[src/sv/mbrc_pkg.sv]
// Modbus RTU response checker: shared types, codes and the CRC-16 byte update.
// Used by every module of the checker; depends on nothing.
package mbrc_pkg;

  localparam int CFG_IDX_W  = 1;
  localparam int CFG_DATA_W = 11;

  localparam logic [CFG_IDX_W-1:0] REG_RESPONSE_KIND = 1'd0;
  localparam logic [CFG_IDX_W-1:0] REG_EXPECTED_BITS = 1'd1;

  localparam logic [1:0] KIND_BIT_READ = 2'd0;
  localparam logic [1:0] KIND_REG_READ = 2'd1;

  localparam logic [1:0] ITEM_REG_WORD  = 2'd0;
  localparam logic [1:0] ITEM_BIT_GROUP = 2'd1;
  localparam logic [1:0] ITEM_STATUS    = 2'd2;

  localparam logic [2:0] ST_OK          = 3'd0;
  localparam logic [2:0] ST_SHORT       = 3'd1;
  localparam logic [2:0] ST_CRC         = 3'd2;
  localparam logic [2:0] ST_EXCEPTION   = 3'd3;
  localparam logic [2:0] ST_DATA_SHORT  = 3'd4;
  localparam logic [2:0] ST_INCOMPLETE  = 3'd5;
  localparam logic [2:0] ST_WRITE_SHORT = 3'd6;

  localparam logic [15:0] CRC_SEED = 16'hFFFF;
  localparam logic [15:0] CRC_POLY = 16'hA001;

  typedef struct packed {
    logic [7:0] rx_byte;
    logic       frame_end;
  } mbrc_in_t;

  typedef struct packed {
    logic [1:0]  item_kind;
    logic [15:0] data_word;
    logic [3:0]  valid_bits;
    logic [2:0]  frame_status;
    logic [7:0]  exception_code;
    logic        last;
  } mbrc_out_t;

  // One queue entry: the data item and the status item a byte may cause.
  typedef struct packed {
    logic        has_data;
    logic [1:0]  data_kind;
    logic [15:0] data_word;
    logic [3:0]  valid_bits;
    logic        has_status;
    logic [2:0]  frame_status;
    logic [7:0]  exception_code;
  } mbrc_cmd_t;

  function automatic logic [15:0] crc16_byte(input logic [15:0] crc, input logic [7:0] b);
    logic [15:0] c;
    c = crc ^ {8'h00, b};
    for (int i = 0; i < 8; i++) begin
      c = c[0] ? ((c >> 1) ^ CRC_POLY) : (c >> 1);
    end
    return c;
  endfunction

endpackage

[src/sv/modbus_rtu_response_checker_top.sv]
// Modbus RTU response checker top: one received byte a cycle unless the queue is full;
// the results of a byte pass through the queue and then the output register.
// A byte that yields both a data and a status item puts a data beat and then a status beat
// on the output, and the four-entry queue absorbs the difference.
// Reset (rst_n low, synchronous) clears frame state, configuration, queue and output.
// Depends on mbrc_pkg, mbrc_front, mbrc_queue and mbrc_back.
module modbus_rtu_response_checker_top import mbrc_pkg::*; #(
  parameter int MAX_FRAME_BYTES = 256
) (
  input  logic                  clk,
  input  logic                  rst_n,
  input  logic                  cfg_we,
  input  logic [CFG_IDX_W-1:0]  cfg_index,
  input  logic [CFG_DATA_W-1:0] cfg_wdata,
  input  logic                  in_valid,
  output logic                  in_stall,
  input  mbrc_in_t              in_data,
  output logic                  out_valid,
  input  logic                  out_stall,
  output mbrc_out_t             out_data
);

  logic      q_push;
  mbrc_cmd_t q_cmd;
  logic      q_full;
  logic      q_pop;
  logic      q_head_valid;
  mbrc_cmd_t q_head_cmd;

  mbrc_front #(
    .MAX_FRAME_BYTES(MAX_FRAME_BYTES)
  ) u_front (
    .clk      (clk),
    .rst_n    (rst_n),
    .cfg_we   (cfg_we),
    .cfg_index(cfg_index),
    .cfg_wdata(cfg_wdata),
    .in_valid (in_valid),
    .in_data  (in_data),
    .q_full   (q_full),
    .in_stall (in_stall),
    .q_push   (q_push),
    .q_cmd    (q_cmd)
  );

  mbrc_queue u_queue (
    .clk       (clk),
    .rst_n     (rst_n),
    .push      (q_push),
    .push_cmd  (q_cmd),
    .pop       (q_pop),
    .full      (q_full),
    .head_valid(q_head_valid),
    .head_cmd  (q_head_cmd)
  );

  mbrc_back u_back (
    .clk       (clk),
    .rst_n     (rst_n),
    .head_valid(q_head_valid),
    .head_cmd  (q_head_cmd),
    .pop       (q_pop),
    .out_stall (out_stall),
    .out_valid (out_valid),
    .out_data  (out_data)
  );

endmodule

[src/sv/mbrc_front.sv]
// Modbus RTU response checker front: takes bytes, runs CRC and frame parse,
// and queues the resulting data and status items. Depends on mbrc_pkg.
module mbrc_front import mbrc_pkg::*; #(
  parameter int MAX_FRAME_BYTES = 256
) (
  input  logic                  clk,
  input  logic                  rst_n,
  input  logic                  cfg_we,
  input  logic [CFG_IDX_W-1:0]  cfg_index,
  input  logic [CFG_DATA_W-1:0] cfg_wdata,
  input  logic                  in_valid,
  input  mbrc_in_t              in_data,
  input  logic                  q_full,
  output logic                  in_stall,
  output logic                  q_push,
  output mbrc_cmd_t             q_cmd
);

  localparam int LEN_W = $clog2(MAX_FRAME_BYTES + 1);
  localparam int CMP_W = ((LEN_W > 9) ? LEN_W : 9) + 1;
  localparam logic [LEN_W-1:0] LEN_MAX = LEN_W'(MAX_FRAME_BYTES);

  logic [1:0]       kind_r;
  logic [10:0]      exp_bits_r;
  logic [LEN_W-1:0] len_r, len_nxt;
  logic [15:0]      crc_r, crc_nxt;
  logic [7:0]       func_r, func_nxt;
  logic [7:0]       count_r, count_nxt;
  logic [7:0]       held_r, held_nxt;
  logic [10:0]      bits_r, bits_nxt;
  logic [15:0]      delay_r, delay_nxt;

  logic             accept;
  logic [CMP_W-1:0] off;
  logic [CMP_W-1:0] need_len;
  logic [CMP_W-1:0] len_ext;
  logic [3:0]       take;
  logic [7:0]       mask;
  logic [15:0]      rx_crc;
  mbrc_cmd_t        cmd;

  assign in_stall = q_full;
  assign accept   = in_valid && !q_full;

  always_comb begin
    len_nxt   = len_r;
    crc_nxt   = crc_r;
    func_nxt  = func_r;
    count_nxt = count_r;
    held_nxt  = held_r;
    bits_nxt  = bits_r;
    delay_nxt = {delay_r[7:0], in_data.rx_byte};
    cmd       = '0;
    off       = CMP_W'(len_r) - CMP_W'(3);
    take      = (bits_r < 11'd8) ? bits_r[3:0] : 4'd8;
    mask      = 8'((9'd1 << take) - 9'd1);

    if (len_r >= LEN_W'(2)) begin
      crc_nxt = crc16_byte(crc_r, delay_r[15:8]);
    end

    if (len_r < LEN_MAX) begin
      len_nxt = len_r + LEN_W'(1);
      if (len_r == LEN_W'(1)) begin
        func_nxt = in_data.rx_byte;
      end else if (len_r == LEN_W'(2)) begin
        count_nxt = in_data.rx_byte;
        bits_nxt  = exp_bits_r;
      end else if (len_r >= LEN_W'(3) && !func_r[7] && off < CMP_W'(count_r)) begin
        if (kind_r == KIND_REG_READ) begin
          if (!off[0]) begin
            held_nxt = in_data.rx_byte;
          end else begin
            cmd.has_data  = 1'b1;
            cmd.data_kind = ITEM_REG_WORD;
            cmd.data_word = {held_r, in_data.rx_byte};
          end
        end else if (kind_r == KIND_BIT_READ && bits_r != 11'd0) begin
          cmd.has_data   = 1'b1;
          cmd.data_kind  = ITEM_BIT_GROUP;
          cmd.data_word  = {8'h00, in_data.rx_byte & mask};
          cmd.valid_bits = take;
          bits_nxt       = bits_r - 11'(take);
        end
      end
    end

    len_ext  = CMP_W'(len_nxt);
    need_len = CMP_W'(count_nxt) + CMP_W'(5);
    rx_crc   = {delay_nxt[7:0], delay_nxt[15:8]};

    if (in_data.frame_end) begin
      cmd.has_status = 1'b1;
      if (len_nxt < LEN_W'(4)) begin
        cmd.frame_status = ST_SHORT;
      end else if (rx_crc != crc_nxt) begin
        cmd.frame_status = ST_CRC;
      end else if (func_nxt[7]) begin
        cmd.frame_status   = ST_EXCEPTION;
        cmd.exception_code = count_nxt;
      end else if (kind_r == KIND_BIT_READ || kind_r == KIND_REG_READ) begin
        if (len_nxt < LEN_W'(6)) begin
          cmd.frame_status = ST_DATA_SHORT;
        end else if (len_ext < need_len) begin
          cmd.frame_status = ST_INCOMPLETE;
        end else begin
          cmd.frame_status = ST_OK;
        end
      end else begin
        cmd.frame_status = (len_nxt < LEN_W'(8)) ? ST_WRITE_SHORT : ST_OK;
      end
    end
  end

  assign q_push = accept && (cmd.has_data || cmd.has_status);
  assign q_cmd  = cmd;

  always_ff @(posedge clk) begin
    if (!rst_n) begin
      kind_r     <= KIND_BIT_READ;
      exp_bits_r <= '0;
    end else if (cfg_we) begin
      if (cfg_index == REG_RESPONSE_KIND) begin
        kind_r <= cfg_wdata[1:0];
      end else if (cfg_index == REG_EXPECTED_BITS) begin
        exp_bits_r <= cfg_wdata;
      end
    end
  end

  always_ff @(posedge clk) begin
    if (!rst_n || (accept && in_data.frame_end)) begin
      len_r   <= '0;
      crc_r   <= CRC_SEED;
      func_r  <= '0;
      count_r <= '0;
      held_r  <= '0;
      bits_r  <= '0;
      delay_r <= '0;
    end else if (accept) begin
      len_r   <= len_nxt;
      crc_r   <= crc_nxt;
      func_r  <= func_nxt;
      count_r <= count_nxt;
      held_r  <= held_nxt;
      bits_r  <= bits_nxt;
      delay_r <= delay_nxt;
    end
  end

endmodule

[src/sv/mbrc_queue.sv]
// Modbus RTU response checker queue: four-entry FIFO of item commands
// between front and back. Depends on mbrc_pkg.
module mbrc_queue import mbrc_pkg::*; (
  input  logic      clk,
  input  logic      rst_n,
  input  logic      push,
  input  mbrc_cmd_t push_cmd,
  input  logic      pop,
  output logic      full,
  output logic      head_valid,
  output mbrc_cmd_t head_cmd
);

  localparam int DEPTH = 4;
  localparam int PTR_W = $clog2(DEPTH);

  mbrc_cmd_t        slot_r [DEPTH];
  logic [PTR_W-1:0] wr_r, wr_nxt;
  logic [PTR_W-1:0] rd_r, rd_nxt;
  logic [PTR_W:0]   cnt_r, cnt_nxt;

  assign full       = (cnt_r == (PTR_W+1)'(DEPTH));
  assign head_valid = (cnt_r != '0);
  assign head_cmd   = slot_r[rd_r];

  always_comb begin
    wr_nxt  = push ? wr_r + PTR_W'(1) : wr_r;
    rd_nxt  = pop ? rd_r + PTR_W'(1) : rd_r;
    cnt_nxt = cnt_r + (PTR_W+1)'(push) - (PTR_W+1)'(pop);
  end

  always_ff @(posedge clk) begin
    if (!rst_n) begin
      wr_r  <= '0;
      rd_r  <= '0;
      cnt_r <= '0;
    end else begin
      wr_r  <= wr_nxt;
      rd_r  <= rd_nxt;
      cnt_r <= cnt_nxt;
    end
  end

  always_ff @(posedge clk) begin
    if (push) begin
      slot_r[wr_r] <= push_cmd;
    end
  end

endmodule

[src/sv/mbrc_back.sv]
// Modbus RTU response checker back: splits queued commands into output beats
// through an output register and a held status beat. Depends on mbrc_pkg.
module mbrc_back import mbrc_pkg::*; (
  input  logic      clk,
  input  logic      rst_n,
  input  logic      head_valid,
  input  mbrc_cmd_t head_cmd,
  output logic      pop,
  input  logic      out_stall,
  output logic      out_valid,
  output mbrc_out_t out_data
);

  logic      out_valid_r, out_valid_nxt;
  mbrc_out_t out_r, out_nxt;
  logic      pend_r, pend_nxt;
  mbrc_out_t pend_item_r, pend_item_nxt;
  logic      slot_free;
  mbrc_out_t data_item;
  mbrc_out_t status_item;

  assign slot_free = !out_valid_r || !out_stall;
  assign pop       = slot_free && !pend_r && head_valid;

  always_comb begin
    data_item            = '0;
    data_item.item_kind  = head_cmd.data_kind;
    data_item.data_word  = head_cmd.data_word;
    data_item.valid_bits = head_cmd.valid_bits;

    status_item                = '0;
    status_item.item_kind      = ITEM_STATUS;
    status_item.frame_status   = head_cmd.frame_status;
    status_item.exception_code = head_cmd.exception_code;
    status_item.last           = 1'b1;

    out_valid_nxt = out_valid_r && out_stall;
    out_nxt       = out_r;
    pend_nxt      = pend_r;
    pend_item_nxt = pend_item_r;

    if (slot_free) begin
      if (pend_r) begin
        out_valid_nxt = 1'b1;
        out_nxt       = pend_item_r;
        pend_nxt      = 1'b0;
      end else if (head_valid) begin
        out_valid_nxt = 1'b1;
        if (head_cmd.has_data) begin
          out_nxt       = data_item;
          pend_nxt      = head_cmd.has_status;
          pend_item_nxt = status_item;
        end else begin
          out_nxt = status_item;
        end
      end
    end
  end

  always_ff @(posedge clk) begin
    if (!rst_n) begin
      out_valid_r <= 1'b0;
      pend_r      <= 1'b0;
    end else begin
      out_valid_r <= out_valid_nxt;
      pend_r      <= pend_nxt;
    end
  end

  always_ff @(posedge clk) begin
    out_r       <= out_nxt;
    pend_item_r <= pend_item_nxt;
  end

  assign out_valid = out_valid_r;
  assign out_data  = out_r;

endmodule

[config.mk]
export PLATFORM = sky130hd
export DESIGN_NAME = modbus_rtu_response_checker_top
export DESIGN_NICKNAME = d
export VERILOG_FILES = /design/src/sv/mbrc_pkg.sv /design/src/sv/modbus_rtu_response_checker_top.sv /design/src/sv/mbrc_front.sv /design/src/sv/mbrc_queue.sv /design/src/sv/mbrc_back.sv
export SDC_FILE = /design/constraint.sdc
export NUM_CORES = 1
export LEC_CHECK = 0
export ABC_AREA = 1
export BUFFER_PORTS_ARGS = -buffer_cell sky130_fd_sc_hd__buf_2
export CAP_MARGIN = 20
export CELL_PAD_IN_SITES_DETAIL_PLACEMENT = 1
export CELL_PAD_IN_SITES_GLOBAL_PLACEMENT = 2
export CORE_MARGIN = 10
export CORE_UTILIZATION = 42
export DETAILED_ROUTE_END_ITERATION = 10
export GPL_ROUTABILITY_DRIVEN = 0
export GPL_TIMING_DRIVEN = 0
export PLACE_DENSITY = 0.95
export SETUP_SLACK_MARGIN = 0.02
export SLEW_MARGIN = 20
export SYNTH_ARGS = -nofsm -noshare
export SYNTH_HDL_FRONTEND = slang
export SYNTH_SLANG_ARGS = --single-unit
[constraint.sdc]
create_clock -name clk -period 7 [get_ports clk]
set_input_delay 0.7 -clock clk [delete_from_list [all_inputs] [get_ports clk]]
set_output_delay 0.7 -clock clk [all_outputs]
set_load 0.05 [all_outputs]
==> results.json <==
{
  "cts_made_buffers": 29,
  "antenna_found_initial": 0,
  "switching_share_pct": 41.0,
  "whs_endpoint": "u_front.exp_bits_r[3]",
  "place_area_mm2": 0.0138,
  "worstMarginPinSlew_ns": 0.799,
  "syn_nets": 1491,
  "synthFlopType": "edfxtp_1",
  "grt_max_degree": 35,
  "post-route-period-util_pct": 61.9,
  "hp-class": "input pin to register",
  "seq_area_frac_synth_pct": 56.6,
  "final_area_mm2": 0.0148,
  "syn_area_mm2": 0.0129,
  "clk_path_buf_depth": 3,
  "seqPwrFrac_pct": 36.1,
  "max-vdd-ir-drop_uv": 203,
  "antenna_left": 0,
  "rr_endpoint": "u_queue.slot_r[0][8]",
  "dpl.hpwl_um": 27200,
  "coreArea_mm2": 0.0304,
  "num_vias": 10336,
  "worstPathRequired_ns": 7.35,
  "end_kind": "register",
  "drv_cap": 0,
  "grt_overflow_total": 0,
  "drt-vias-per-instance": 5.29,
  "synth-seq-cells": 274,
  "clkSinkCount": 274,
  "drtIter0Drc": 561,
  "io_pins": 62,
  "cts_setup_buffers": 0,
  "path_max_fanout": 7,
  "rsz0062_at_grt": "false",
  "startpoint_type": "register",
  "routedWlPerCell_um": 19.1,
  "setup_tns_ns": 0,
  "power_density_mw_per_mm2": 407,
  "core.rowCount": 64,
  "groute.usage.overall_pct": 19.0,
  "maxSlewViolCount": 0,
  "clock_power_share_pct": 25.6,
  "clock_skew_ns": 0.0151,
  "async_reset_ff_share_pct": 0,
  "final_cells": 1953,
  "net-switching-power_w": 0.00247,
  "cts-root-buf": "clkbuf_16",
  "chipHeight_um": 195,
  "pwr-share-comb_pct": 38.2,
  "nNetsFinal": 1588,
  "finalPower_w": 0.00602,
  "drt-total-wl_um": 37200,
  "clock_latency_ns": 0.58,
  "fill_cells": 3554,
  "ys_types": 45,
  "mostFrequentLayoutCells": "nand2_1, nor2_1, edfxtp_1",
  "avgSynthCellArea_um2": 8.97,
  "worst-endpoint-arrival_ns": 4.68,
  "reg2regPathDepth": 21,
  "ys_warn_count": 0,
  "clkTransAtPathRegs_ns": 0.07,
  "cts_tree": "yes",
  "placed_cells": 1899,
  "grt_first_pass_wirelength_um": 59000,
  "synth_edf_count": 181,
  "start_util_pct": 42.4,
  "cts_resized": 0,
  "r2r_slack_ns": 2.67,
  "slew_headroom_pct": 46.5,
  "die_x_um": 195,
  "cts_hold_buf": 0,
  "max_freq_mhz": 231,
  "first_pass_iters": 5,
  "rr_startpoint": "u_front.len_r[2]",
  "htreeDepth": 1,
  "whs_path_depth": 3,
  "final_common_cell": "nand2_1",
  "die_area_mm2": 0.0381,
  "grt_pass1_vias": 10871,
  "port_buffers": 61,
  "critPathKind": "register to register",
  "n_antenna_cell": 0,
  "status": "completed",
  "fin_crit_ns": 4.33,
  "hp-start": "cfg_wdata[3]",
  "setup_viol": 0,
  "finalHoldViolations": 0,
  "drcViolationCount": 0,
  "drive_gt1_share_pct": 10.4,
  "p_int_w": 0.00355,
  "netlist_instances": 1437,
  "final_util_pct": 48.6,
  "syn_to_final_growth_pct": 14.7,
  "power_leakage_nw": 5.97
}
## worst max path at each step
stage,endpoint,cells past startpoint,slack [ns],startpoint
finish,u_queue.slot_r[0][8],21,2.67,u_front.len_r[2]
global route,u_queue.slot_r[0][8],21,2.32,u_front.len_r[2]
floorplan,u_queue.slot_r[0][0],17,2.82,u_front.len_r[2]
CTS,u_queue.slot_r[3][8],21,2.70,u_front.len_r[2]
global placement,u_queue.slot_r[1][28],16,1.21,u_front.len_r[0]
detailed placement,u_queue.slot_r[1][26],18,2.79,u_front.len_r[2]
## synth_stat cells, types with 17 or more instances
cell / number / share of area (%)
o21ai_0: 140 / 5.4
nor3_1: 21 / 0.82
ha_1: 27 / 2.6
xor2_1: 17 / 1.2
clkbuf_1: 44 / 1.3
edfxtp_1: 181 / 42
nand2_1: 295 / 8.6
a21oi_1: 97 / 3.8
nand3_1: 52 / 2.0
inv_1: 149 / 4.3
nor2_1: 193 / 5.6
dfxtp_1: 93 / 14
## through the flow
stage / hold slack (ns) / setup slack [ns]
floorplan: 0.424 / 2.82
global placement: 0.445 / 1.21
detailed placement: 0.451 / 2.79
CTS: 0.376 / 2.70
global route: 0.406 / 2.32
finish: 0.384 / 2.67
## routing by layer
layer  GRT usage, %  vias up  wire length [µm]  part of all wire, %
met5              0        -                 0                    0
li1               -     5028                 -                    -
met1           23.7     5069             16400                   44
met3           2.64       62              1280                  3.4
met4           5.46        0               969                  2.6
met2           33.5      177             18600                   50
## flip-flops by register name (all words and copies together) (netlist names), 9 cells and up, named ones only
| name | count |
|---|---|
| u_back.out_data | 34 |
| u_queue.slot_r | 136 |
| u_back.pend_item_r | 11 |
| u_front.exp_bits_r | 11 |
| u_front.crc_r | 16 |
| u_front.len_r | 9 |
| u_front.bits_r | 11 |
| u_front.delay_r | 16 |
## layout make-up
class                           instances  area [µm²]  share of cell area (%)
Sequential cell                       274        7300                    49.3
Clock buffer                           41         801                    5.42
Timing Repair Buffer                   66         408                    2.76
Inverter                              154         581                    3.93
Buffer                                 56         262                    1.77
Tap cell                              396         495                    3.35
Multi-Input combinational cell        953        4790                    32.4
Clock inverter                         13         154                    1.04
## worst max-delay path, stage by stage, from the launching register on
cell      delay, ns
dfxtp_1        0.31
buf_6          0.13
nor2_4         0.17
nand2_1        0.15
nor3_4         0.46
nand2_4        0.15
o21ai_0        0.41
inv_1          0.15
ha_1           0.22
inv_1          0.08
a21oi_1        0.10
xor2_1         0.18
ha_1           0.29
nand2_1        0.08
nor2_1         0.05
a211oi_1       0.17
nor2_1         0.06
nor3_1         0.30
nand3_1        0.14
nand2_1        0.08
nand3_1        0.08
a21oi_1        0.32
## logic make-up after synthesis
logic type	count (synthesis)	share of synthesized area [%]
AND/OR/NAND/NOR	606	20.1
AO/OA/AOI/OAI	297	12.6
flip-flops	274	56.6
buffers and inverters	210	6.53
adder cells (fa/ha/maj)	28	2.78
XOR/XNOR	21	1.43
other	1	0.0291
## power by group through the flow
| stage | Clock [W] | Sequential [W] | Combinational, W |
|---|---|---|---|
| after floorplan | 0 | 0.00256 | 0.00125 |
| after global routing | 0.00165 | 0.00220 | 0.00255 |
| after global placement | 0 | 0.00220 | 0.00219 |
| final | 0.00154 | 0.00218 | 0.00230 |
| after detailed placement | 0 | 0.00221 | 0.00229 |
| after CTS | 0.00158 | 0.00218 | 0.00231 |
Note: power is estimated with default switching activity, not from simulation.
